<file path="src/design/ms_pkg.sv">
// ----------------------------------------------------------------------------
// ms_pkg: shared types and constants of the merge sorter
// Store depth, key width, the queue entry passed from front to back, and
// the helpers that move keys between port width and internal width.
// ----------------------------------------------------------------------------
package ms_pkg;

  localparam int MAX_KEYS    = 64;                    // store depth, 2..64
  localparam int KEY_BITS    = 16;                    // internal key width, 4..32
  localparam int IN_BITS     = 16;                    // key_value port width
  localparam int OUT_BITS    = 16;                    // sorted_key port width
  localparam int ADDR_W      = $clog2(MAX_KEYS);
  localparam int CNT_W       = $clog2(MAX_KEYS + 1);
  localparam int SPAN_W      = CNT_W + 2;             // holds lo + 2*width
  localparam int QUEUE_DEPTH = 4;
  localparam int QPTR_W      = $clog2(QUEUE_DEPTH);

  typedef logic [KEY_BITS-1:0] key_t;
  typedef logic [CNT_W-1:0]    cnt_t;
  typedef logic [SPAN_W-1:0]   span_t;
  typedef logic [ADDR_W-1:0]   addr_t;

  localparam cnt_t MAX_CNT = CNT_W'(MAX_KEYS);

  // one classified item on its way to the back end
  typedef struct packed {
    key_t key;
    logic store;    // key goes into the store at slot cnt-1
    cnt_t cnt;      // keys held in the run, this one included
    logic last;     // closes the run
    logic dropped;  // run has lost a key so far
  } entry_t;

  function automatic key_t take_key(logic [IN_BITS-1:0] v);
    logic [31:0] wide;
    wide = 32'(v);
    return wide[KEY_BITS-1:0];
  endfunction

  function automatic logic [OUT_BITS-1:0] give_key(key_t k);
    logic [31:0] wide;
    wide = 32'(k);
    return wide[OUT_BITS-1:0];
  endfunction

endpackage

</file>
<file path="src/design/ms_front.sv">
// ----------------------------------------------------------------------------
// ms_front: input side of the merge sorter
// Counts keys of the open run, marks overflow and tags each item with its
// store slot before handing it to the queue.
// ----------------------------------------------------------------------------
module ms_front
  import ms_pkg::*;
(
  input  logic           clk,
  input  logic           rst,
  input  logic           key_valid,
  output logic           key_ready,
  input  logic [IN_BITS-1:0] key_value,
  input  logic           run_end,
  output logic           push_valid,
  input  logic           push_ready,
  output entry_t         push_entry
);

  cnt_t cnt;
  logic ovf;
  cnt_t cnt_next;
  logic store;

  always_comb begin
    store    = (cnt != MAX_CNT);
    cnt_next = store ? cnt + CNT_W'(1) : cnt;
    push_entry.key     = take_key(key_value);
    push_entry.store   = store;
    push_entry.cnt     = cnt_next;
    push_entry.last    = run_end;
    push_entry.dropped = ovf | ~store;
  end

  assign push_valid = key_valid;
  assign key_ready  = push_ready;

  always_ff @(posedge clk) begin
    if (rst) begin
      cnt <= '0;
      ovf <= 1'b0;
    end else if (key_valid && key_ready) begin
      if (run_end) begin
        cnt <= '0;
        ovf <= 1'b0;
      end else begin
        cnt <= cnt_next;
        ovf <= push_entry.dropped;
      end
    end
  end

  // run count saturates at the store depth
  a_cnt_bound: assert property (@(posedge clk) disable iff (rst) cnt <= MAX_CNT)
    else $error("front key count beyond store depth");

endmodule

</file>
<file path="src/design/ms_queue.sv">
// ----------------------------------------------------------------------------
// ms_queue: short item queue between front and back
// Small register FIFO so that loading and sorting stall independently.
// ----------------------------------------------------------------------------
module ms_queue
  import ms_pkg::*;
(
  input  logic   clk,
  input  logic   rst,
  input  logic   push_valid,
  output logic   push_ready,
  input  entry_t push_entry,
  output logic   pop_valid,
  input  logic   pop_ready,
  output entry_t pop_entry
);

  entry_t                slots [QUEUE_DEPTH];
  logic [QPTR_W-1:0]     wr_ptr;
  logic [QPTR_W-1:0]     rd_ptr;
  logic [QPTR_W:0]       fill;
  logic                  push;
  logic                  pop;

  assign push_ready = (fill != (QPTR_W+1)'(QUEUE_DEPTH));
  assign pop_valid  = (fill != '0);
  assign pop_entry  = slots[rd_ptr];
  assign push       = push_valid && push_ready;
  assign pop        = pop_valid && pop_ready;

  always_ff @(posedge clk) begin
    if (push) begin
      slots[wr_ptr] <= push_entry;
    end
  end

  always_ff @(posedge clk) begin
    if (rst) begin
      wr_ptr <= '0;
      rd_ptr <= '0;
      fill   <= '0;
    end else begin
      if (push) wr_ptr <= wr_ptr + QPTR_W'(1);
      if (pop)  rd_ptr <= rd_ptr + QPTR_W'(1);
      case ({push, pop})
        2'b10:   fill <= fill + (QPTR_W+1)'(1);
        2'b01:   fill <= fill - (QPTR_W+1)'(1);
        default: fill <= fill;
      endcase
    end
  end

  a_fill_bound: assert property (@(posedge clk) disable iff (rst)
    fill <= (QPTR_W+1)'(QUEUE_DEPTH))
    else $error("queue fill beyond depth");

endmodule

</file>
<file path="src/design/ms_back.sv">
// ----------------------------------------------------------------------------
// ms_back: store, bottom-up merge engine and result stage
// Loads keys into one bank, merges runs of doubling width between two banks
// one key per cycle, then streams the sorted bank to the output register.
// ----------------------------------------------------------------------------
module ms_back
  import ms_pkg::*;
(
  input  logic                clk,
  input  logic                rst,
  input  logic                q_valid,
  output logic                q_ready,
  input  entry_t              q_entry,
  output logic                result_valid,
  input  logic                result_ready,
  output logic [OUT_BITS-1:0] sorted_key,
  output logic                final_key,
  output logic                keys_dropped
);

  typedef enum logic [2:0] {
    ST_LOAD,
    ST_SETUP,
    ST_MERGE,
    ST_EMIT_SETUP,
    ST_EMIT
  } state_t;

  state_t state;

  key_t  key_store     [MAX_KEYS];   // bank 0, also the load target
  key_t  merge_scratch [MAX_KEYS];   // bank 1
  key_t  key_a;
  key_t  key_b;

  cnt_t  n;
  logic  ovf;
  logic  src_sel;
  span_t w;
  span_t lo;
  span_t mid;
  span_t hi;
  span_t ia;
  span_t ib;
  span_t wr;
  span_t e;

  span_t n_s;
  span_t w2;
  span_t seg_mid;
  span_t seg_hi;
  span_t ia_next;
  span_t ib_next;
  span_t wr_inc;
  span_t e_inc;
  span_t addr_a;
  span_t addr_b;
  cnt_t  load_slot;
  logic  take_a;
  logic  emit_load;
  logic  we;
  logic  wsel;
  addr_t waddr;
  key_t  wdata;

  always_comb begin
    n_s     = SPAN_W'(n);
    w2      = w << 1;
    seg_mid = ((lo + w) < n_s) ? lo + w : n_s;
    seg_hi  = ((lo + w2) < n_s) ? lo + w2 : n_s;
    // equal keys take the right run first
    take_a  = (ia < mid) && ((ib >= hi) || (key_a < key_b));
    ia_next = take_a ? ia + SPAN_W'(1) : ia;
    ib_next = take_a ? ib : ib + SPAN_W'(1);
    wr_inc  = wr + SPAN_W'(1);
    e_inc   = e + SPAN_W'(1);
    emit_load = !result_valid || result_ready;
    load_slot = q_entry.cnt - CNT_W'(1);
    q_ready = (state == ST_LOAD);

    addr_a = ia;
    addr_b = ib;
    case (state)
      ST_SETUP: begin
        addr_a = lo;
        addr_b = seg_mid;
      end
      ST_MERGE: begin
        addr_a = ia_next;
        addr_b = ib_next;
      end
      ST_EMIT_SETUP: begin
        addr_a = '0;
      end
      ST_EMIT: begin
        addr_a = emit_load ? e_inc : e;
      end
      default: begin
        addr_a = ia;
        addr_b = ib;
      end
    endcase

    we    = 1'b0;
    wsel  = 1'b0;
    waddr = load_slot[ADDR_W-1:0];
    wdata = q_entry.key;
    if (state == ST_LOAD) begin
      we = q_valid && q_entry.store;
    end else if (state == ST_MERGE) begin
      we    = 1'b1;
      wsel  = ~src_sel;
      waddr = wr[ADDR_W-1:0];
      wdata = take_a ? key_a : key_b;
    end
  end

  // banks: one write, two registered reads each
  always_ff @(posedge clk) begin
    if (we) begin
      if (wsel) merge_scratch[waddr] <= wdata;
      else      key_store[waddr]     <= wdata;
    end
    key_a <= src_sel ? merge_scratch[addr_a[ADDR_W-1:0]] : key_store[addr_a[ADDR_W-1:0]];
    key_b <= src_sel ? merge_scratch[addr_b[ADDR_W-1:0]] : key_store[addr_b[ADDR_W-1:0]];
  end

  always_ff @(posedge clk) begin
    if (rst) begin
      state        <= ST_LOAD;
      result_valid <= 1'b0;
      src_sel      <= 1'b0;
    end else begin
      // while streaming, the emit arm below owns the valid flag
      if (result_ready && state != ST_EMIT) result_valid <= 1'b0;
      case (state)
        ST_LOAD: begin
          if (q_valid && q_entry.last) begin
            n       <= q_entry.cnt;
            ovf     <= q_entry.dropped;
            src_sel <= 1'b0;
            w       <= SPAN_W'(1);
            lo      <= '0;
            state   <= (q_entry.cnt == CNT_W'(1)) ? ST_EMIT_SETUP : ST_SETUP;
          end
        end
        ST_SETUP: begin
          mid   <= seg_mid;
          hi    <= seg_hi;
          ia    <= lo;
          ib    <= seg_mid;
          wr    <= lo;
          state <= ST_MERGE;
        end
        ST_MERGE: begin
          ia <= ia_next;
          ib <= ib_next;
          wr <= wr_inc;
          if (wr_inc == hi) begin
            if (hi == n_s) begin
              w       <= w2;
              src_sel <= ~src_sel;
              lo      <= '0;
              state   <= (w2 >= n_s) ? ST_EMIT_SETUP : ST_SETUP;
            end else begin
              lo    <= hi;
              state <= ST_SETUP;
            end
          end
        end
        ST_EMIT_SETUP: begin
          e     <= '0;
          state <= ST_EMIT;
        end
        ST_EMIT: begin
          if (emit_load) begin
            result_valid <= 1'b1;
            sorted_key   <= give_key(key_a);
            final_key    <= (e_inc == n_s);
            keys_dropped <= ovf;
            e            <= e_inc;
            if (e_inc == n_s) begin
              src_sel <= 1'b0;
              state   <= ST_LOAD;
            end
          end
        end
        default: state <= ST_LOAD;
      endcase
    end
  end

  // merge bookkeeping: every key written came from exactly one run
  a_merge_count: assert property (@(posedge clk) disable iff (rst)
    state == ST_MERGE |-> (ia + ib == wr + mid) && (ia <= mid) && (ib <= hi))
    else $error("merge indices out of step");

  a_merge_range: assert property (@(posedge clk) disable iff (rst)
    state == ST_MERGE |-> wr < hi)
    else $error("merge write past segment end");

  a_emit_range: assert property (@(posedge clk) disable iff (rst)
    state == ST_EMIT |-> e < n_s)
    else $error("emit index past run length");

endmodule

</file>
<file path="src/design/merge_sorter.sv">
// Sorting: the sort takes ceil(log2 n) merge passes, each moving all n keys and opening
//   every merge segment with a set-up state.
// Throughput: keys load at 1 per cycle while the queue has room; results leave at 1 per cycle
//   while result_ready allows; the merge engine moves one key per cycle; load, passes and
//   emit run in turn.
// Reset: synchronous, active high; clears counters, queue and state, not the key banks.
// ----------------------------------------------------------------------------
// merge_sorter: ascending merge sort of a run of unsigned keys
// Front classifies items, a four-entry queue decouples it from the back end,
// which stores, sorts and streams the run out in ascending order.
// ----------------------------------------------------------------------------
//
// Structure
//   ms_front : counts keys in the open run and gives each item its store
//              slot; once the store is full further keys are dropped and
//              the overflow mark rides along with every later item.
//   ms_queue : short FIFO of classified items. The front keeps taking keys
//              while the back is busy sorting, until the queue fills.
//   ms_back  : two key banks. Keys load into the first; a bottom-up merge
//              ping-pongs between the banks, widths 1, 2, 4, ... until one
//              run covers all n keys. Each merge step reads both run heads
//              (registered reads whose addresses are issued ahead) and writes one key.
//              A set-up state opens each segment. The sorted bank then
//              streams through an output register, one item per cycle while
//              result_ready allows, with the final item flagged.
//
// Only the keys of the current run are ever read, so the banks need no
// clearing after reset.
module merge_sorter
  import ms_pkg::*;
(
  input  logic                clk,
  input  logic                rst,
  input  logic                key_valid,
  output logic                key_ready,
  input  logic [IN_BITS-1:0]  key_value,
  input  logic                run_end,
  output logic                result_valid,
  input  logic                result_ready,
  output logic [OUT_BITS-1:0] sorted_key,
  output logic                final_key,
  output logic                keys_dropped
);

  // front to queue
  logic   push_valid;
  logic   push_ready;
  entry_t push_entry;

  // queue to back
  logic   pop_valid;
  logic   pop_ready;
  entry_t pop_entry;

  ms_front u_front (
    .clk        (clk),
    .rst        (rst),
    .key_valid  (key_valid),
    .key_ready  (key_ready),
    .key_value  (key_value),
    .run_end    (run_end),
    .push_valid (push_valid),
    .push_ready (push_ready),
    .push_entry (push_entry)
  );

  ms_queue u_queue (
    .clk        (clk),
    .rst        (rst),
    .push_valid (push_valid),
    .push_ready (push_ready),
    .push_entry (push_entry),
    .pop_valid  (pop_valid),
    .pop_ready  (pop_ready),
    .pop_entry  (pop_entry)
  );

  // back end takes queue items only while loading; sorting and streaming
  // leave them waiting in the queue
  ms_back u_back (
    .clk          (clk),
    .rst          (rst),
    .q_valid      (pop_valid),
    .q_ready      (pop_ready),
    .q_entry      (pop_entry),
    .result_valid (result_valid),
    .result_ready (result_ready),
    .sorted_key   (sorted_key),
    .final_key    (final_key),
    .keys_dropped (keys_dropped)
  );

endmodule
</file>
<file path="config.mk">
export PLATFORM = sky130hd
export DESIGN_NAME = merge_sorter
export DESIGN_NICKNAME = d
export VERILOG_FILES = /design/src/design/ms_pkg.sv /design/src/design/ms_front.sv /design/src/design/ms_queue.sv /design/src/design/ms_back.sv /design/src/design/merge_sorter.sv
export SDC_FILE = /design/constraint.sdc
export NUM_CORES = 2
export LEC_CHECK = 0
export ABC_CLOCK_PERIOD_IN_PS = 11800
export BUFFER_PORTS_ARGS = -buffer_cell sky130_fd_sc_hd__buf_2
export CAP_MARGIN = 20
export CORE_AREA = 3 3 633 697
export CTS_CLUSTER_SIZE = 24
export DETAILED_ROUTE_END_ITERATION = 7
export DIE_AREA = 0 0 636 700
export GPL_ROUTABILITY_DRIVEN = 0
export PLACE_DENSITY_LB_ADDON = 0.12
export SYNTH_ARGS = -nofsm -noshare
export SYNTH_HDL_FRONTEND = slang
export SYNTH_SLANG_ARGS = --single-unit
</file>
<file path="constraint.sdc">
create_clock -name clk -period 11.8 [get_ports clk]
set_input_delay 2.36 -clock clk [delete_from_list [all_inputs] [get_ports clk]]
set_output_delay 2.36 -clock clk [all_outputs]
set_load 0.01 [all_outputs]
</file>
==> flow_summary.yaml <==
sta:
  finClkSkew_ns: 0.0521
  hold_viol_final: 0
  tns_ns: 0
  max_slew_margin: 0.0848
  holdWs_ns: 0.418
  tightest_slew_ns: 1.37
  min_period_ns: 8.55
  finalCritPeriodShare: 0.724
  rsz0062_at_grt: "false"
  layout_setup_ws_ns: 3.25
  finalSetupViolations: 0
  drv_slew: 0
  max_freq_mhz: 117
critical_path:
  cp_max_fo: 65
  worstPathCellList: "inv_1 > ha_1 > a2111oi_0 > or4_1 > nand3_1 > a31o_2 > nor4_4 > buf_4 > buf_4 > buf_4 > nand2_1 > nand3_1 > a21oi_1 > nor4_1 > a311oi_1 > buf_4 > a211oi_1"
  cp-startpoint: "u_back.key_b[1]"
  slowest_stage: "nor4_1"
  critPathLaunchType: "flip-flop"
  cp_slowest_stage_delay_ns: 1.07
  reg2reg_from: "u_back.key_b[1]"
  endpoint_kind: "flip-flop"
  critPathMostFrequentCell: "buf_4"
  r2r_setup_slack_ns: 3.25
  criticalPathCategory: "reg -> reg"
  crit_required_ns: 12.65
  r2r_end: "u_back.key_b[1]"
  reg2regPathDepth: 17
  worstPathArrival_ns: 9.39
clock_network:
  clock-sinks: 2304
  ctsHtreeMaxLevel: 5
  clock_path_buffers: 4
  cts_tree: "done"
  hold_buffers: 0
  cts.reportedPaths.clkPinSlew_ns: 0.06
  cts.root.buffer_cell: "clkbuf_16"
  cts_setup_buffers: 0
  cts_buffers: 275
  ctsResizeCount: 0
  clkLatencyLatePin_ns: 0.95
finish:
  final_util: 0.300
  final_common_cell: "nand2_1"
  final_nets: 10500
  syn2layout_area_growth_pct: 15.6
  fillers: 43900
  final_cell_mix: "3231 x nand2_1, 2250 x edfxtp_1, 1037 x nand3_1"
  drive_gt1_frac: 0.107
placed_design:
  port_buffers: 40
  dp_slack_ns: 3.51
  dp_hpwl_microns: 338000
grt:
  antenna_found_initial: 34
  first_global_vias: 84700
  grt_pass1_wl_microns: 727000
  grt_max_degree: 162
  grt.overflow.total: 0
  grt_usage: 0.231
floorplan:
  ioPinCount: 41
  die_h_microns: 700
  fp-row-count: 254
  die_area_sq_um: 445000
  initial_core_util: 0.259
  core-area_sq_um: 435000
  dieWidth_microns: 636
yosys:
  syn_inst: 10500
  yosysWarnings: 0
  syn_area_sq_um: 113000
  yosys_most_used_dff: "edfxtp_1"
  ys_types: 89
  avgSynthCellArea_sq_um: 10.8
  seq_area_frac_synth: 0.608
  ys_seq_elements: 2304
  synth_edf_count: 2250
  async_flop_share: 0
run_status:
  status: "complete, no violations"
run:
  cap_viol_max_count: 0
min_path:
  holdCritPathClass: "reg -> reg"
  min_delay_path_depth: 0
  worstHoldStart: "u_back.ovf"
  hold_end: "u_back.keys_dropped"
routing:
  drc: 0
  vias_per_cell: 5.47
  drtIter0Drc: 11200
  antenna_left: 0
  routed_wl_microns: 535000
  routed-via-count: 89700
  routedWlPerCell_microns: 32.7
  first_pass_iters: 8
-- sequential cells by signal, indices dropped and copies added, names as in the netlist, 16 cells and up, named ones only --
register,cells
u_back.key_store,1024
u_back.merge_scratch,1024
u_queue.slots,104
u_back.key_a,16
u_back.key_b,16
u_back.sorted_key,16
-- metrics by stage --
stage	instances	area, sq um
after floorplan	10500	113000
after global placement	15800	121000
after detailed placement	15900	122000
after CTS	16400	130000
after global routing	16400	130000
final	16400	130000
-- cell families (layout without fill, tap and decap cells) --
kind of cell    count (synthesis)  after routing  share of synthesized area
other cells                     1             17                  0.0000332
flops                        2304           2304                      0.608
simple gates                 5106           5106                      0.195
mux                           609            609                     0.0594
xor+xnor                       81             81                    0.00629
compound gates               1432           1432                     0.0897
buf+inv                       868           1009                     0.0321
fa+ha+maj                      81             81                    0.00918
-- critical path: cells and delay by family (launching register included) --
| kind | cells | cell delay (ns) |
|---|---|---|
| AND/OR/NAND/NOR | 6 | 2.72 |
| flip-flops | 1 | 0.55 |
| buffers and inverters | 5 | 2.85 |
| AO/OA/AOI/OAI | 5 | 1.70 |
| adder cells (fa/ha/maj) | 1 | 0.32 |
-- layout make-up --
class | count | area (sq um) | area share
repair buffers | 442 | 3720 | 0.0285
multi-input cells | 7313 | 41800 | 0.320
flip-flops and latches | 2304 | 68700 | 0.526
clock inverters | 143 | 1310 | 0.0100
clock buffers | 345 | 7430 | 0.0569
well taps | 5760 | 7210 | 0.0553
inverters | 79 | 314 | 0.00241
diodes | 13 | 32.5 | 0.000249
-- per-layer routing --
layer / vias up / track usage / wire, microns
met5: - / 0 / 57
met4: 8 / 0.0984 / 26100
met3: 743 / 0.0388 / 41400
met2: 4382 / 0.366 / 241000
met1: 46100 / 0.312 / 227000
li1: 38500 / - / -
-- synth_stat cells (all sizes together), types with 7 or more instances --
cell type,n,share of area
a221o,34,0.0030
o21ai,163,0.0072
a21o,24,0.0016
a41oi,17,0.0013
xnor2,49,0.0038
nor2b,8,0.00044
nand3,1044,0.046
edfxtp,2250,0.60
a41o,18,0.0016
a311o,16,0.0014
and4,16,0.0012
nand4,61,0.0034
xor2,32,0.0025
o22ai,130,0.0072
nand2,3237,0.11
o2111ai,43,0.0033
mux2,26,0.0026
o31ai,31,0.0021
ha,78,0.0086
and2,13,0.00072
mux2i,537,0.048
clkbuf,443,0.015
inv,79,0.0026
a22oi,25,0.0017
nor3b,7,0.00055
and3,352,0.020
a21oi,297,0.013
nand2b,14,0.00078
o211ai,23,0.0016
a311oi,239,0.019
a2111oi,21,0.0017
a211oi,77,0.0054
o41a,16,0.0016
nor2,249,0.0083
nor4,38,0.0024
o21a,24,0.0016
dfxtp,54,0.0096
nor3,46,0.0022
buf,346,0.015
a22o,18,0.0014
o21bai,18,0.0012
mux4,46,0.0092
a32oi,50,0.0039
a31oi,114,0.0063
-- worst max-delay path by stage --
stage               slack (ns)                 endpoint  cells after the start
floorplan                 2.92  u_back.key_store[0][14]                     14
global placement          2.76          u_back.key_b[9]                     15
detailed placement        3.51         u_back.key_a[11]                     16
CTS                       3.51         u_back.key_b[12]                     22
global route              3.04         u_back.key_b[12]                     22
finish                    3.25          u_back.key_b[1]                     17
Power is left out: the tool's default activity adds up to more than one toggle a clock period on the data nets, which glitch-free logic cannot reach.
